===== config.mk =====
export PLATFORM = sky130hd
export DESIGN_NAME = thermometer_display_driver
export DESIGN_NICKNAME = d
export VERILOG_FILES = /design/src/sv/tdd_pkg.sv /design/src/sv/thermometer_display_driver.sv /design/src/sv/tdd_convert.sv /design/src/sv/tdd_classify.sv /design/src/sv/tdd_display.sv
export SDC_FILE = /design/constraint.sdc
export NUM_CORES = 2
export LEC_CHECK = 0
export BUFFER_PORTS_ARGS = -buffer_cell sky130_fd_sc_hd__buf_2
export CORE_ASPECT_RATIO = 0.6
export CORE_MARGIN = 4
export CORE_UTILIZATION = 58
export CTS_CLUSTER_SIZE = 14
export DETAILED_ROUTE_END_ITERATION = 6
export HOLD_SLACK_MARGIN = 0.03
export PLACE_DENSITY_LB_ADDON = 0.2
export SLEW_MARGIN = 15
export SYNTH_ARGS = -nofsm -noshare
export SYNTH_HDL_FRONTEND = slang
export SYNTH_SLANG_ARGS = --single-unit

===== constraint.sdc =====
create_clock -name clk -period 8.6 [get_ports clk]
set_input_delay 1.72 -clock clk [delete_from_list [all_inputs] [get_ports clk]]
set_output_delay 1.72 -clock clk [all_outputs]
set_load 0.01 [all_outputs]

===== src/sv/tdd_pkg.sv =====
// ----------------------------------------------------------------------------
// Thermometer display driver package
// Shared widths, reset values, codes, types and the seven-segment table.
// ----------------------------------------------------------------------------
`timescale 1ns / 1ps

package tdd_pkg;

  localparam int SAMPLE_BITS_DEF = 12;
  localparam int NUM_DIGITS      = 3;

  localparam int TEMP_W      = 12;
  localparam int THRESH_W    = 12;
  localparam int WIDTH_W     = 15;
  localparam int DUTY_W      = 16;
  localparam int DIGIT_W     = 4;
  localparam int SEG_W       = 7;
  localparam int EN_W        = 3;
  localparam int SCAN_W      = 2;
  localparam int LEVEL_W     = 8;
  localparam int CFG_IDX_W   = 3;
  localparam int CFG_DATA_W  = 15;
  localparam int OUT_TDATA_W = 64;

  localparam logic [TEMP_W-1:0] FULL_SCALE_TENTHS = 12'd3300;
  localparam logic [DUTY_W-1:0] DUTY_MAX          = 16'hFFFF;

  localparam logic [THRESH_W-1:0] LOW_THRESHOLD_RST  = 12'd230;
  localparam logic [THRESH_W-1:0] MID_THRESHOLD_RST  = 12'd250;
  localparam logic [THRESH_W-1:0] HIGH_THRESHOLD_RST = 12'd270;
  localparam logic [WIDTH_W-1:0]  WIDTH_CLOSED_RST   = 15'd1000;
  localparam logic [WIDTH_W-1:0]  WIDTH_MID_RST      = 15'd1500;
  localparam logic [WIDTH_W-1:0]  WIDTH_OPEN_RST     = 15'd2000;

  // Scan positions and the digit enables that go with them.
  localparam logic [SCAN_W-1:0] SCAN_TENTHS = 2'd0;
  localparam logic [SCAN_W-1:0] SCAN_UNITS  = 2'd1;
  localparam logic [SCAN_W-1:0] SCAN_TENS   = 2'd2;

  localparam logic [EN_W-1:0] EN_OFF    = 3'b000;
  localparam logic [EN_W-1:0] EN_TENTHS = 3'b001;
  localparam logic [EN_W-1:0] EN_UNITS  = 3'b010;
  localparam logic [EN_W-1:0] EN_TENS   = 3'b100;

  typedef enum logic {
    REQ_SAMPLE = 1'b0,
    REQ_TICK   = 1'b1
  } tdd_req_t;

  typedef enum logic [CFG_IDX_W-1:0] {
    REG_LOW_THRESHOLD  = 3'd0,
    REG_MID_THRESHOLD  = 3'd1,
    REG_HIGH_THRESHOLD = 3'd2,
    REG_WIDTH_CLOSED   = 3'd3,
    REG_WIDTH_MID      = 3'd4,
    REG_WIDTH_OPEN     = 3'd5
  } tdd_reg_t;

  typedef struct packed {
    logic [THRESH_W-1:0] low;
    logic [THRESH_W-1:0] mid;
    logic [THRESH_W-1:0] high;
    logic [WIDTH_W-1:0]  w_closed;
    logic [WIDTH_W-1:0]  w_mid;
    logic [WIDTH_W-1:0]  w_open;
  } tdd_cfg_t;

  // Load enables of the pipeline registers, input register first.
  typedef struct packed {
    logic a;
    logic b;
    logic c;
    logic d;
    logic e;
  } tdd_adv_t;

  typedef struct packed {
    logic [DIGIT_W-1:0] tens;
    logic [DIGIT_W-1:0] units;
    logic [DIGIT_W-1:0] tenths;
    logic [TEMP_W-1:0]  temp;
    logic               red;
    logic               green;
    logic               blue;
    logic [DUTY_W-1:0]  duty;
  } tdd_meas_t;

  // Segments a..g in bits 0..6; anything that is not a decimal digit is dark.
  function automatic logic [SEG_W-1:0] seg_pattern(input logic [DIGIT_W-1:0] d);
    case (d)
      4'd0:    return 7'h3F;
      4'd1:    return 7'h06;
      4'd2:    return 7'h5B;
      4'd3:    return 7'h4F;
      4'd4:    return 7'h66;
      4'd5:    return 7'h6D;
      4'd6:    return 7'h7D;
      4'd7:    return 7'h07;
      4'd8:    return 7'h7F;
      4'd9:    return 7'h6F;
      default: return 7'h00;
    endcase
  endfunction

endpackage


===== src/sv/thermometer_display_driver.sv =====
// ----------------------------------------------------------------------------
// Thermometer display driver
// A result passes the input register, scale product, full-scale division,
// digit/duty products, duty reciprocal product and the result register.
// Throughput: one item per cycle; tready falls only when every stage is full
// and the result is not taken. Reset clears the pipeline, sets the registers
// to their defaults, darkens the display and turns the LEDs and duty off.
// ----------------------------------------------------------------------------
`timescale 1ns / 1ps

module thermometer_display_driver #(
  parameter int SAMPLE_BITS = tdd_pkg::SAMPLE_BITS_DEF
) (
  input  logic                               clk,
  input  logic                               rst,
  input  logic                               s_axis_tvalid,
  output logic                               s_axis_tready,
  // sample
  input  logic [((SAMPLE_BITS + 7) / 8) * 8 - 1:0] s_axis_tdata,
  // req_type
  input  logic                               s_axis_tuser,
  output logic                               m_axis_tvalid,
  input  logic                               m_axis_tready,
  // segments, digit_enable, dot, red_level, green_level, blue_level,
  // servo_duty, temp_tenths
  output logic [tdd_pkg::OUT_TDATA_W-1:0]    m_axis_tdata,
  input  logic                               cfg_we,
  input  logic [tdd_pkg::CFG_IDX_W-1:0]      cfg_index,
  input  logic [tdd_pkg::CFG_DATA_W-1:0]     cfg_data
);

  tdd_pkg::tdd_cfg_t  cfg;
  tdd_pkg::tdd_adv_t  adv;
  tdd_pkg::tdd_meas_t meas;
  tdd_pkg::tdd_req_t  kind_a, kind_b, kind_c, kind_d, kind_e;

  logic v_a, v_b, v_c, v_d, v_e, out_valid;
  logic en_out, commit;

  logic [tdd_pkg::TEMP_W-1:0]  temp_c;
  logic [tdd_pkg::SEG_W-1:0]   segments;
  logic [tdd_pkg::EN_W-1:0]    digit_enable;
  logic                        dot;
  logic [tdd_pkg::LEVEL_W-1:0] red_level, green_level, blue_level;
  logic [tdd_pkg::DUTY_W-1:0]  servo_duty;
  logic [tdd_pkg::TEMP_W-1:0]  temp_tenths;

  always_ff @(posedge clk) begin
    if (rst) begin
      cfg.low      <= tdd_pkg::LOW_THRESHOLD_RST;
      cfg.mid      <= tdd_pkg::MID_THRESHOLD_RST;
      cfg.high     <= tdd_pkg::HIGH_THRESHOLD_RST;
      cfg.w_closed <= tdd_pkg::WIDTH_CLOSED_RST;
      cfg.w_mid    <= tdd_pkg::WIDTH_MID_RST;
      cfg.w_open   <= tdd_pkg::WIDTH_OPEN_RST;
    end else if (cfg_we) begin
      case (cfg_index)
        tdd_pkg::REG_LOW_THRESHOLD:  cfg.low      <= cfg_data[tdd_pkg::THRESH_W-1:0];
        tdd_pkg::REG_MID_THRESHOLD:  cfg.mid      <= cfg_data[tdd_pkg::THRESH_W-1:0];
        tdd_pkg::REG_HIGH_THRESHOLD: cfg.high     <= cfg_data[tdd_pkg::THRESH_W-1:0];
        tdd_pkg::REG_WIDTH_CLOSED:   cfg.w_closed <= cfg_data[tdd_pkg::WIDTH_W-1:0];
        tdd_pkg::REG_WIDTH_MID:      cfg.w_mid    <= cfg_data[tdd_pkg::WIDTH_W-1:0];
        tdd_pkg::REG_WIDTH_OPEN:     cfg.w_open   <= cfg_data[tdd_pkg::WIDTH_W-1:0];
        default: begin
        end
      endcase
    end
  end

  // A stage loads when it is empty or its occupant moves on, so bubbles close up.
  always_comb begin
    en_out = !out_valid || m_axis_tready;
    adv.e  = !v_e || en_out;
    adv.d  = !v_d || adv.e;
    adv.c  = !v_c || adv.d;
    adv.b  = !v_b || adv.c;
    adv.a  = !v_a || adv.b;
    commit = v_e && en_out;
  end

  assign s_axis_tready = adv.a;

  always_ff @(posedge clk) begin
    if (rst) begin
      v_a       <= 1'b0;
      v_b       <= 1'b0;
      v_c       <= 1'b0;
      v_d       <= 1'b0;
      v_e       <= 1'b0;
      out_valid <= 1'b0;
    end else begin
      if (adv.a) begin
        v_a <= s_axis_tvalid;
      end
      if (adv.b) begin
        v_b <= v_a;
      end
      if (adv.c) begin
        v_c <= v_b;
      end
      if (adv.d) begin
        v_d <= v_c;
      end
      if (adv.e) begin
        v_e <= v_d;
      end
      if (en_out) begin
        out_valid <= v_e;
      end
    end
  end

  always_ff @(posedge clk) begin
    if (adv.a) begin
      kind_a <= tdd_pkg::tdd_req_t'(s_axis_tuser);
    end
    if (adv.b) begin
      kind_b <= kind_a;
    end
    if (adv.c) begin
      kind_c <= kind_b;
    end
    if (adv.d) begin
      kind_d <= kind_c;
    end
    if (adv.e) begin
      kind_e <= kind_d;
    end
  end

  tdd_convert #(
    .SAMPLE_BITS(SAMPLE_BITS)
  ) u_convert (
    .clk    (clk),
    .adv    (adv),
    .sample (s_axis_tdata[SAMPLE_BITS-1:0]),
    .temp   (temp_c)
  );

  tdd_classify u_classify (
    .clk  (clk),
    .adv  (adv),
    .cfg  (cfg),
    .temp (temp_c),
    .meas (meas)
  );

  tdd_display u_display (
    .clk          (clk),
    .rst          (rst),
    .commit       (commit),
    .kind         (kind_e),
    .meas         (meas),
    .segments     (segments),
    .digit_enable (digit_enable),
    .dot          (dot),
    .red_level    (red_level),
    .green_level  (green_level),
    .blue_level   (blue_level),
    .servo_duty   (servo_duty),
    .temp_tenths  (temp_tenths)
  );

  assign m_axis_tvalid = out_valid;
  assign m_axis_tdata  = {1'b0, temp_tenths, servo_duty, blue_level, green_level,
                          red_level, dot, digit_enable, segments};

endmodule


===== src/sv/tdd_convert.sv =====
// ----------------------------------------------------------------------------
// Converter reading to tenths of a degree
// Input register, scale by 3300, then exact division by the full-scale code.
// ----------------------------------------------------------------------------
`timescale 1ns / 1ps

module tdd_convert #(
  parameter int SAMPLE_BITS = tdd_pkg::SAMPLE_BITS_DEF
) (
  input  logic                         clk,
  input  tdd_pkg::tdd_adv_t            adv,
  input  logic [SAMPLE_BITS-1:0]       sample,
  output logic [tdd_pkg::TEMP_W-1:0]   temp
);

  localparam int TW = tdd_pkg::TEMP_W;
  localparam int XW = SAMPLE_BITS + TW;
  localparam int EW = TW + 1;
  localparam logic [XW:0] FULL = {{(XW + 1 - SAMPLE_BITS){1'b0}}, {SAMPLE_BITS{1'b1}}};

  logic [SAMPLE_BITS-1:0] sample_q;
  logic [XW-1:0]          prod_q;
  logic [TW-1:0]          temp_q;
  logic [XW:0]            sum_w;
  logic [EW-1:0]          quot_est;
  logic [XW:0]            back_w;
  logic [XW:0]            rem_w;
  logic [TW-1:0]          temp_next;

  always_ff @(posedge clk) begin
    if (adv.a) begin
      sample_q <= sample;
    end
    if (adv.b) begin
      prod_q <= XW'(sample_q) * XW'(tdd_pkg::FULL_SCALE_TENTHS);
    end
    if (adv.c) begin
      temp_q <= temp_next;
    end
  end

  // With F = 2^N - 1 and x = q*F + r, q = (x + q) >> N. Using x >> N in place
  // of q leaves the estimate at most one low, which the remainder test fixes.
  always_comb begin
    sum_w    = {1'b0, prod_q} + (XW + 1)'(prod_q[XW-1:SAMPLE_BITS]);
    quot_est = sum_w[XW:SAMPLE_BITS];
    back_w   = ((XW + 1)'(quot_est) << SAMPLE_BITS) - (XW + 1)'(quot_est);
    rem_w    = {1'b0, prod_q} - back_w;
    if (rem_w >= FULL) begin
      temp_next = TW'(quot_est + EW'(1));
    end else begin
      temp_next = TW'(quot_est);
    end
  end

  assign temp = temp_q;

endmodule


===== src/sv/tdd_classify.sv =====
// ----------------------------------------------------------------------------
// Temperature classification, digit split and servo duty
// Two register stages: constant products, then the duty reciprocal product.
// ----------------------------------------------------------------------------
`timescale 1ns / 1ps

module tdd_classify (
  input  logic                       clk,
  input  tdd_pkg::tdd_adv_t          adv,
  input  tdd_pkg::tdd_cfg_t          cfg,
  input  logic [tdd_pkg::TEMP_W-1:0] temp,
  output tdd_pkg::tdd_meas_t         meas
);

  localparam int TW       = tdd_pkg::TEMP_W;
  localparam int WW       = tdd_pkg::WIDTH_W;
  localparam int DW       = tdd_pkg::DUTY_W;
  localparam int DIV_SH   = 19;
  localparam int P10_W    = TW + 16;
  localparam int P100_W   = TW + 13;
  localparam int D10_W    = P10_W - DIV_SH;
  localparam int H_W      = P100_W - DIV_SH;
  localparam int SCALED_W = WW + 16;
  localparam int NUM_W    = SCALED_W - 5;
  localparam int RECIP_W  = 27;
  localparam int DUTY_SH  = 36;
  localparam int ZW       = NUM_W + RECIP_W;
  localparam int RAW_W    = ZW - DUTY_SH;

  // floor(t/10) and floor(t/100) as reciprocal products, exact for 12-bit t.
  localparam logic [15:0] MUL10  = 16'd52429;
  localparam logic [12:0] MUL100 = 13'd5243;
  // The period 20000 is 32 * 625: a shift by five, then 1/625 scaled by 2^36.
  localparam logic [RECIP_W-1:0] RECIP625 = 27'd109951163;

  logic [TW-1:0]       temp_d;
  logic [P10_W-1:0]    p10_d;
  logic [P100_W-1:0]   p100_d;
  logic [NUM_W-1:0]    num_d;
  logic                red_d, green_d, blue_d;

  logic [TW-1:0]       temp_e;
  logic [D10_W-1:0]    d10_e;
  logic [H_W-1:0]      h_e;
  logic [RAW_W-1:0]    duty_e;
  logic                red_e, green_e, blue_e;

  logic                below_low, below_mid, below_high;
  logic                red_w, green_w, blue_w;
  logic [WW-1:0]       width_sel;
  logic [SCALED_W-1:0] scaled_w;
  logic [ZW-1:0]       duty_prod;
  logic [TW-1:0]       tenths_w;
  logic [D10_W-1:0]    units_w;

  function automatic logic [tdd_pkg::DIGIT_W-1:0] mod10(input logic [H_W-1:0] v);
    logic [H_W-1:0] r;
    r = v;
    if (r >= H_W'(60)) begin
      r = r - H_W'(60);
    end else if (r >= H_W'(50)) begin
      r = r - H_W'(50);
    end else if (r >= H_W'(40)) begin
      r = r - H_W'(40);
    end else if (r >= H_W'(30)) begin
      r = r - H_W'(30);
    end else if (r >= H_W'(20)) begin
      r = r - H_W'(20);
    end else if (r >= H_W'(10)) begin
      r = r - H_W'(10);
    end
    return r[tdd_pkg::DIGIT_W-1:0];
  endfunction

  // The tests run in this order even when the thresholds are not ascending.
  always_comb begin
    below_low  = temp < cfg.low;
    below_mid  = temp < cfg.mid;
    below_high = temp < cfg.high;
    red_w   = 1'b0;
    green_w = 1'b0;
    blue_w  = 1'b0;
    if (below_low) begin
      blue_w = 1'b1;
    end else if (below_mid) begin
      green_w = 1'b1;
    end else if (below_high) begin
      red_w   = 1'b1;
      green_w = 1'b1;
    end else begin
      red_w = 1'b1;
    end
    if (below_low) begin
      width_sel = cfg.w_closed;
    end else if (below_mid || below_high) begin
      width_sel = cfg.w_mid;
    end else begin
      width_sel = cfg.w_open;
    end
    scaled_w = {width_sel, 16'b0} - SCALED_W'(width_sel);
  end

  assign duty_prod = ZW'(num_d) * ZW'(RECIP625);

  always_ff @(posedge clk) begin
    if (adv.d) begin
      temp_d  <= temp;
      p10_d   <= P10_W'(temp) * P10_W'(MUL10);
      p100_d  <= P100_W'(temp) * P100_W'(MUL100);
      num_d   <= scaled_w[SCALED_W-1:5];
      red_d   <= red_w;
      green_d <= green_w;
      blue_d  <= blue_w;
    end
    if (adv.e) begin
      temp_e  <= temp_d;
      d10_e   <= p10_d[P10_W-1:DIV_SH];
      h_e     <= p100_d[P100_W-1:DIV_SH];
      duty_e  <= duty_prod[ZW-1:DUTY_SH];
      red_e   <= red_d;
      green_e <= green_d;
      blue_e  <= blue_d;
    end
  end

  always_comb begin
    tenths_w    = temp_e - TW'(d10_e) * TW'(10);
    units_w     = d10_e - D10_W'(h_e) * D10_W'(10);
    meas.tenths = tenths_w[tdd_pkg::DIGIT_W-1:0];
    meas.units  = units_w[tdd_pkg::DIGIT_W-1:0];
    meas.tens   = mod10(h_e);
    meas.temp   = temp_e;
    meas.red    = red_e;
    meas.green  = green_e;
    meas.blue   = blue_e;
    // Widths above the period would overflow the duty; it saturates instead.
    if (duty_e > RAW_W'(tdd_pkg::DUTY_MAX)) begin
      meas.duty = tdd_pkg::DUTY_MAX;
    end else begin
      meas.duty = duty_e[DW-1:0];
    end
  end

endmodule


===== src/sv/tdd_display.sv =====
// ----------------------------------------------------------------------------
// Display scan and result state
// Holds the digits, LED levels, duty and shown pattern; they form the result.
// ----------------------------------------------------------------------------
`timescale 1ns / 1ps

module tdd_display (
  input  logic                        clk,
  input  logic                        rst,
  input  logic                        commit,
  input  tdd_pkg::tdd_req_t           kind,
  input  tdd_pkg::tdd_meas_t          meas,
  output logic [tdd_pkg::SEG_W-1:0]   segments,
  output logic [tdd_pkg::EN_W-1:0]    digit_enable,
  output logic                        dot,
  output logic [tdd_pkg::LEVEL_W-1:0] red_level,
  output logic [tdd_pkg::LEVEL_W-1:0] green_level,
  output logic [tdd_pkg::LEVEL_W-1:0] blue_level,
  output logic [tdd_pkg::DUTY_W-1:0]  servo_duty,
  output logic [tdd_pkg::TEMP_W-1:0]  temp_tenths
);

  localparam int SW = tdd_pkg::SCAN_W;
  localparam logic [SW:0] SCAN_LAST = (SW + 1)'(tdd_pkg::NUM_DIGITS - 1);

  logic [SW-1:0]                  scan_index;
  logic [tdd_pkg::DIGIT_W-1:0]    digit_tenths, digit_units, digit_tens;
  logic [tdd_pkg::TEMP_W-1:0]     temp_reg;
  logic                           red_on, green_on, blue_on;
  logic [tdd_pkg::DUTY_W-1:0]     duty_reg;
  logic [tdd_pkg::SEG_W-1:0]      seg_reg;
  logic [tdd_pkg::EN_W-1:0]       en_reg;
  logic                           dot_reg;

  logic [SW-1:0]                  scan_next;
  logic [tdd_pkg::SEG_W-1:0]      seg_next;
  logic [tdd_pkg::EN_W-1:0]       en_next;
  logic                           dot_next;

  // Scan index three never occurs from reset; it blanks the enables.
  always_comb begin
    seg_next = seg_reg;
    en_next  = tdd_pkg::EN_OFF;
    dot_next = dot_reg;
    case (scan_index)
      tdd_pkg::SCAN_TENTHS: begin
        seg_next = tdd_pkg::seg_pattern(digit_tenths);
        en_next  = tdd_pkg::EN_TENTHS;
        dot_next = 1'b1;
      end
      tdd_pkg::SCAN_UNITS: begin
        seg_next = tdd_pkg::seg_pattern(digit_units);
        en_next  = tdd_pkg::EN_UNITS;
        dot_next = 1'b0;
      end
      tdd_pkg::SCAN_TENS: begin
        seg_next = tdd_pkg::seg_pattern(digit_tens);
        en_next  = tdd_pkg::EN_TENS;
        dot_next = 1'b0;
      end
      default: begin
      end
    endcase
    if ({1'b0, scan_index} < SCAN_LAST) begin
      scan_next = scan_index + SW'(1);
    end else begin
      scan_next = '0;
    end
  end

  always_ff @(posedge clk) begin
    if (rst) begin
      scan_index   <= '0;
      digit_tenths <= '0;
      digit_units  <= '0;
      digit_tens   <= '0;
      temp_reg     <= '0;
      red_on       <= 1'b0;
      green_on     <= 1'b0;
      blue_on      <= 1'b0;
      duty_reg     <= '0;
      seg_reg      <= '0;
      en_reg       <= tdd_pkg::EN_OFF;
      dot_reg      <= 1'b0;
    end else if (commit) begin
      if (kind == tdd_pkg::REQ_SAMPLE) begin
        digit_tenths <= meas.tenths;
        digit_units  <= meas.units;
        digit_tens   <= meas.tens;
        temp_reg     <= meas.temp;
        red_on       <= meas.red;
        green_on     <= meas.green;
        blue_on      <= meas.blue;
        duty_reg     <= meas.duty;
      end else begin
        seg_reg    <= seg_next;
        en_reg     <= en_next;
        dot_reg    <= dot_next;
        scan_index <= scan_next;
      end
    end
  end

  assign segments     = seg_reg;
  assign digit_enable = en_reg;
  assign dot          = dot_reg;
  assign red_level    = {tdd_pkg::LEVEL_W{red_on}};
  assign green_level  = {tdd_pkg::LEVEL_W{green_on}};
  assign blue_level   = {tdd_pkg::LEVEL_W{blue_on}};
  assign servo_duty   = duty_reg;
  assign temp_tenths  = temp_reg;

endmodule


## After elaboration in Yosys (flattened, before gate mapping)

Memories as Yosys holds them, arrays and structs flattened. A register that Yosys moved wholly into a read port is not among the register bits.
Index checks and enable logic that the tools add are counted.

| storage, ports and cells | value |
|---|---|
| flip-flop bits (word level) | 335 |
| memory bits (read-only) | 336 |
| input port bits | 40 |
| output and inout port bits | 66 |
| word-level logic and storage cells | 142 |
| memories | 3 |

Memory list:

| memory | words | width | read ports | clocked after Yosys merged registers in | wr ports | line | RTL |
|---|---|---|---|---|---|---|---|
| (no name shown) | 16 | 7 | 1 | 1 | 0 | tdd_pkg.sv:90 | `case (d)` |
| (no name shown) | 16 | 7 | 1 | 1 | 0 | tdd_pkg.sv:90 |  |
| (no name shown) | 16 | 7 | 1 | 1 | 0 | tdd_pkg.sv:90 |  |

| operators by class | value |
|---|---|
| add/sub/neg operators | 14 |
| $mul | 6 |
| order comparisons | 12 |
| equal/unequal tests | 7 |
| mux-type cells | 24 |
| bitwise operators | 1 |
| reductions and logical operators | 29 |

Operators by type and width:

| operator | number |
|---|---|
| $mul 26x27->53 const B | 1 |
| $mux 4 | 12 |
| $lt 12x12->1 | 3 |
| $sub 31x15->31 | 1 |
| $mux 15 | 2 |
| $mul 12x16->28 const B | 1 |
| $add 24x12->25 | 1 |
| $ge 25x12->1 const B | 1 |
| $mul 12x13->25 const B | 1 |
| $sub 24x25->25 | 1 |
| $sub 25x13->25 | 1 |
| $mul 12x10->22 const B | 1 |
| $pmux 7 s3 | 1 |
| $ge 6x6->1 const B | 3 |
| $gt 17x16->1 const B | 1 |
| $mux 16 | 1 |
| $reduce_and 2->1 | 8 |
| $sub 4x4->4 const B | 4 |
| $add 12x1->12 const B | 1 |
| $ge 6x5->1 const B | 2 |
| $mux 12 | 1 |
| $mul 9x3->3 const B | 1 |
| $pmux 3 s3 | 1 |
| $sub 4x4->4 | 2 |
| 24 further kinds | 41 |

## Logic depth before layout (Yosys ltp)

| logic depth | value |
|---|---|
| depth in word-level cells | 9 |
| depth in mapped cells | 27 |
| depth with buffers taken out | 27 |

## Hierarchy

From an unflattened synthesis, not the netlist that was laid out.

| unflattened totals | value |
|---|---|
| cell total of the unflattened synthesis | 3454 |
| area, all modules | 34926.0 um2 |

By module, submodules not included:

| module | times used | cells each | area an instance (um2) | seq. area each (um2) |
|---|---|---|---|---|
| tdd_classify | 1 | 2129 | 21874.7 | 2792.7 |
| tdd_convert | 1 | 614 | 5974.5 | 1381.3 |
| thermometer_display_driver | 1 | 335 | 3618.5 | 1891.8 |
| tdd_display | 1 | 376 | 3458.3 | 1501.4 |

## Worst setup path after synthesis

Ideal clock, no wire load.

| timing path | value |
|---|---|
| path type | flip-flop to flip-flop |
| start | reg u_classify.num_d[20] |
| end | reg u_classify.duty_e[16], data pin |
| library setup time | 0.260 ns |
| arrival | 6.776 ns |
| slack | 1.564 ns |
| cell stages (with the launch flop) | 23 |
| buffers on the path | 0 |
| period minus slack after synthesis | 7.036 ns |
| path through | edfxtp_1 fa_1 fa_1 fa_1 inv_1 fa_1 fa_1 inv_1 fa_1 inv_1 fa_1 inv_1 ha_1 nand2_1 or3_1 a2111oi_0 a31oi_1 a21oi_1 a41oi_1 o31ai_1 o221a_2 a21oi_1 xnor2_1 |

| on the way | value |
|---|---|
| cells in the longest elaborated chain, start to end | 1 |

RTL lines:

| item | line | RTL |
|---|---|---|
| from (decl) | tdd_classify.sv:39 | `logic [NUM_W-1:0] num_d;` |
| from (signal assigned) | tdd_classify.sv:110 | `num_d <= scaled_w[SCALED_W-1:5];` |
| $mul 26x27->53 | tdd_classify.sv:103 | `assign duty_prod = ZW'(num_d) * ZW'(RECIP625);` |
| via u_classify.duty_prod[52] | tdd_classify.sv:52 | `logic [ZW-1:0] duty_prod;` |
| to (signal assigned) | tdd_classify.sv:119 | `duty_e <= duty_prod[ZW-1:DUTY_SH];` |
| to (decl) | tdd_classify.sv:45 | `logic [RAW_W-1:0] duty_e;` |

The timed path passes the listed nets, and every way through them passes these cells.
A chain may end at the register's enable or synchronous reset.

## Worst setup path in the final report

| timing path | value |
|---|---|
| start | reg u_classify.num_d[11] |
| end | reg u_classify.duty_e[16], data pin |

Same word-level chain as after synthesis.

==> impl_metrics.env <==
export IMPL_cts_clk_slew_worst_paths_ps=70
export IMPL_antenna_found_initial=3
export IMPL_dp_hpwl_mm=71.40
export IMPL_drc=0
export IMPL_cts_setup_buffers=0
export IMPL_drive_gt1_frac=0.06339
export IMPL_place_congestion=1.014
export IMPL_async_flop_share=0
export IMPL_finClkSkew_ps=28.03
export IMPL_yosysTopAreaCellShare=0.2503
export IMPL_reg2reg_depth=26
export IMPL_endpoint="u_classify.duty_e[16]$_DFFE_PP_"
export IMPL_max_slew_margin_rel=0.2675
export IMPL_crit_top_cell="fa_1"
export IMPL_cp_slowest_cell="edfxtp_1"
export IMPL_grt_remaining_overflow=0
export IMPL_regMostFlops="cfg"
export IMPL_insertion_delay_ps=600
export IMPL_track_usage=0.2811
export IMPL_tightestPinTransition_ps=1099
export IMPL_slew_violations=0
export IMPL_hold_path_class="reg -> reg"
export IMPL_initial_core_util=0.5850
export IMPL_drtPass1Iterations=5
export IMPL_clockBufferDepth=3
export IMPL_nets=4515
export IMPL_multi_input_area_sq_um=22650
export IMPL_cts_hold_buf=0
export IMPL_busiest_layer="met1"
export IMPL_r2r_end="u_classify.duty_e[16]$_DFFE_PP_"
export IMPL_vias_per_cell=5.514
export IMPL_n_fill_cell=4775
export IMPL_critPathArrivalTime_ps=8570
export IMPL_die_x_microns=318.7
export IMPL_r2r_start="u_classify.num_d[11]$_DFFE_PP_"
export IMPL_syn_avg_cell_area_sq_um=9.862
export IMPL_routed_wl_mm=85.14
export IMPL_ys_seq_area_frac=0.2246
export IMPL_critPathMaxStageDelay_ps=650
export IMPL_io_pins=106
export IMPL_grtUsageMet1=0.4329
export IMPL_grt_pass1_wl_mm=136.6
export IMPL_syn_to_final_growth_pct=6.763
export IMPL_critPathMaxFanout=6
export IMPL_cts_repair_resized=0
export IMPL_top_regs="cfg (81), u_classify.num_d (26), u_convert.prod_q (22)"
export IMPL_synth_cell_types=85
export IMPL_yosys_warnings=0
export IMPL_vias=23570
export IMPL_drt_iter0_drc=1822
export IMPL_gr_usage_met3=0.09971
export IMPL_fmax_mhz=121.6
export IMPL_grt_pass1_vias=24340
export IMPL_wl_per_cell_microns=19.92
export IMPL_clockRootBuffer="clkbuf_16"
export IMPL_num_rows=68
export IMPL_yosys_area_top_type="fa_1"
export IMPL_grt_start_max_net_pins=106
export IMPL_numCtsBuffers=30
export IMPL_post_route_period_util=0.9560
export IMPL_largest_register_ffs=81
export IMPL_synth_edf_count=144
export IMPL_synth_area_sq_um=33600
export IMPL_synth_cells=3407
export IMPL_rrSetupSlack_ps=380
export IMPL_core_area_sq_um=57430
export IMPL_synth_nets=4444
export IMPL_worstSetupStartpoint="u_classify.num_d[11]$_DFFE_PP_"
export IMPL_numPortBuffers=100
export IMPL_cp_start_kind="flip-flop"
export IMPL_hold_viol=0
export IMPL_maxCapViolCount=0
export IMPL_period_needed_ps=8221
export IMPL_fin_setup_tns_ps=0
export IMPL_ys_flop_type="dfxtp_1"
export IMPL_ys_top_cells_by_area="fa_1 25%, ha_1 21%, edfxtp_1 13%, dfxtp_1 9.6%, inv_1 8.8%"
export IMPL_die_h_microns=194.4
export IMPL_status="completed"
export IMPL_ys_seq_elements=305
export IMPL_grt_setup_unrepaired="false"
export IMPL_cts_sinks=305
export IMPL_cts_tree="built"
export IMPL_regArea_sq_um=7547
export IMPL_gr_usage_met2=0.3922
export IMPL_setup_viol=0
export IMPL_h_tree_depth=1
export IMPL_ant_nets=0
export IMPL_crit_type="reg -> reg"
export IMPL_critPathCaptureType="flip-flop"
export IMPL_worstPathRequired_ps=8940
export IMPL_dieArea_sq_um=61970
## final cells by class
class,instances,area share
clock buffers,41,0.02351
flip-flops and latches,305,0.2104
clock inverters,15,0.003942
diodes,2,0.0001395
well taps,770,0.02686
inverters,790,0.08267
multi-input cells,2218,0.6316
repair buffers,133,0.02093
## through the flow
step	cells	cell area, sq um	util	worst slack (ps)	hold slack [ps]
after CTS	4272	35850	0.6242	238.1	422.3
after global placement	4216	34860	0.6071	281.3	401.8
after detailed placement	4216	34860	0.6071	250.4	404.5
after global routing	4274	35870	0.6246	37.85	424.0
final	4274	35870	0.6246	378.6	419.5
after floorplan	3407	33600	-	1564	400.3
## worst min-delay path by stage
stage                                      end                            start  depth (start not counted)  slack (ps)
3_3_place_gp       u_classify.h_e[4]$_DFFE_PP_  u_classify.p100_d[23]$_DFFE_PP_                          0         400
6_report       u_classify.temp_e[10]$_DFFE_PP_  u_classify.temp_d[10]$_DFFE_PP_                          0         420
2_1_floorplan                 kind_b$_DFFE_PP_                 kind_a$_DFFE_PP_                          0         400
5_1_grt          u_classify.d10_e[0]$_DFFE_PP_   u_classify.p10_d[19]$_DFFE_PP_                          0         420
3_5_place_dp   u_classify.temp_e[10]$_DFFE_PP_  u_classify.temp_d[10]$_DFFE_PP_                          0         400
4_1_cts        u_classify.temp_e[11]$_DFFE_PP_  u_classify.temp_d[11]$_DFFE_PP_                          0         420
## Yosys cell counts (27+ instances only)
library cell	count
fa_1	420
xnor2_1	74
buf_4	28
ha_1	577
dfxtp_1	161
edfxtp_1	144
inv_1	788
clkbuf_1	59
a21o_1	27
nor3_1	64
nand3_1	33
nor2_1	154
a21oi_1	162
o21ai_0	57
nand2_1	266
## worst max-delay path: cells and delay by family, from the launching register on
family / cells / cell delay, ps
xor gates and xnor gates: 1 / 120
DFF: 1 / 650
and+or+nand+nor: 1 / 80
AOI/OAI and AO/OA: 9 / 2430
buffers and inverters: 7 / 710
adders and majority gates: 8 / 3990
## cells in the final DEF, fill, tap and decap left out, types with 23 or more instances in the layout
| cell | n |
|---|---|
| buf_2 | 99 |
| dfxtp_1 | 161 |
| edfxtp_1 | 144 |
| nand3b_1 | 25 |
| nand2_1 | 265 |
| a21oi_1 | 162 |
| a21o_1 | 27 |
| ha_1 | 577 |
| nor2b_1 | 23 |
| xnor2_1 | 74 |
| nor2_1 | 153 |
| o21ai_0 | 57 |
| xor2_1 | 25 |
| buf_4 | 34 |
| fa_1 | 420 |
| a211oi_1 | 25 |
| clkbuf_16 | 31 |
| inv_1 | 787 |
| nor3_1 | 62 |
| nand3_1 | 32 |
## layer usage
layer,share of wire,up-vias
li1,-,11110
met1,0.48,11570
met2,0.39,812
met3,0.12,72
met4,0.010,0
met5,0,-
## cells by family after synthesis
family,count (synthesis),synth area share
adders and majority gates,997,0.4651
buffers and inverters,884,0.1022
and+or+nand+nor,670,0.09273
AOI/OAI and AO/OA,428,0.08245
DFF,305,0.2246
xor gates and xnor gates,99,0.02581
muxes,23,0.006964
other,1,0.0001116
Power is left out: the tool's default activity adds up to more than one toggle a clock period on the data nets, which glitch-free logic cannot reach.
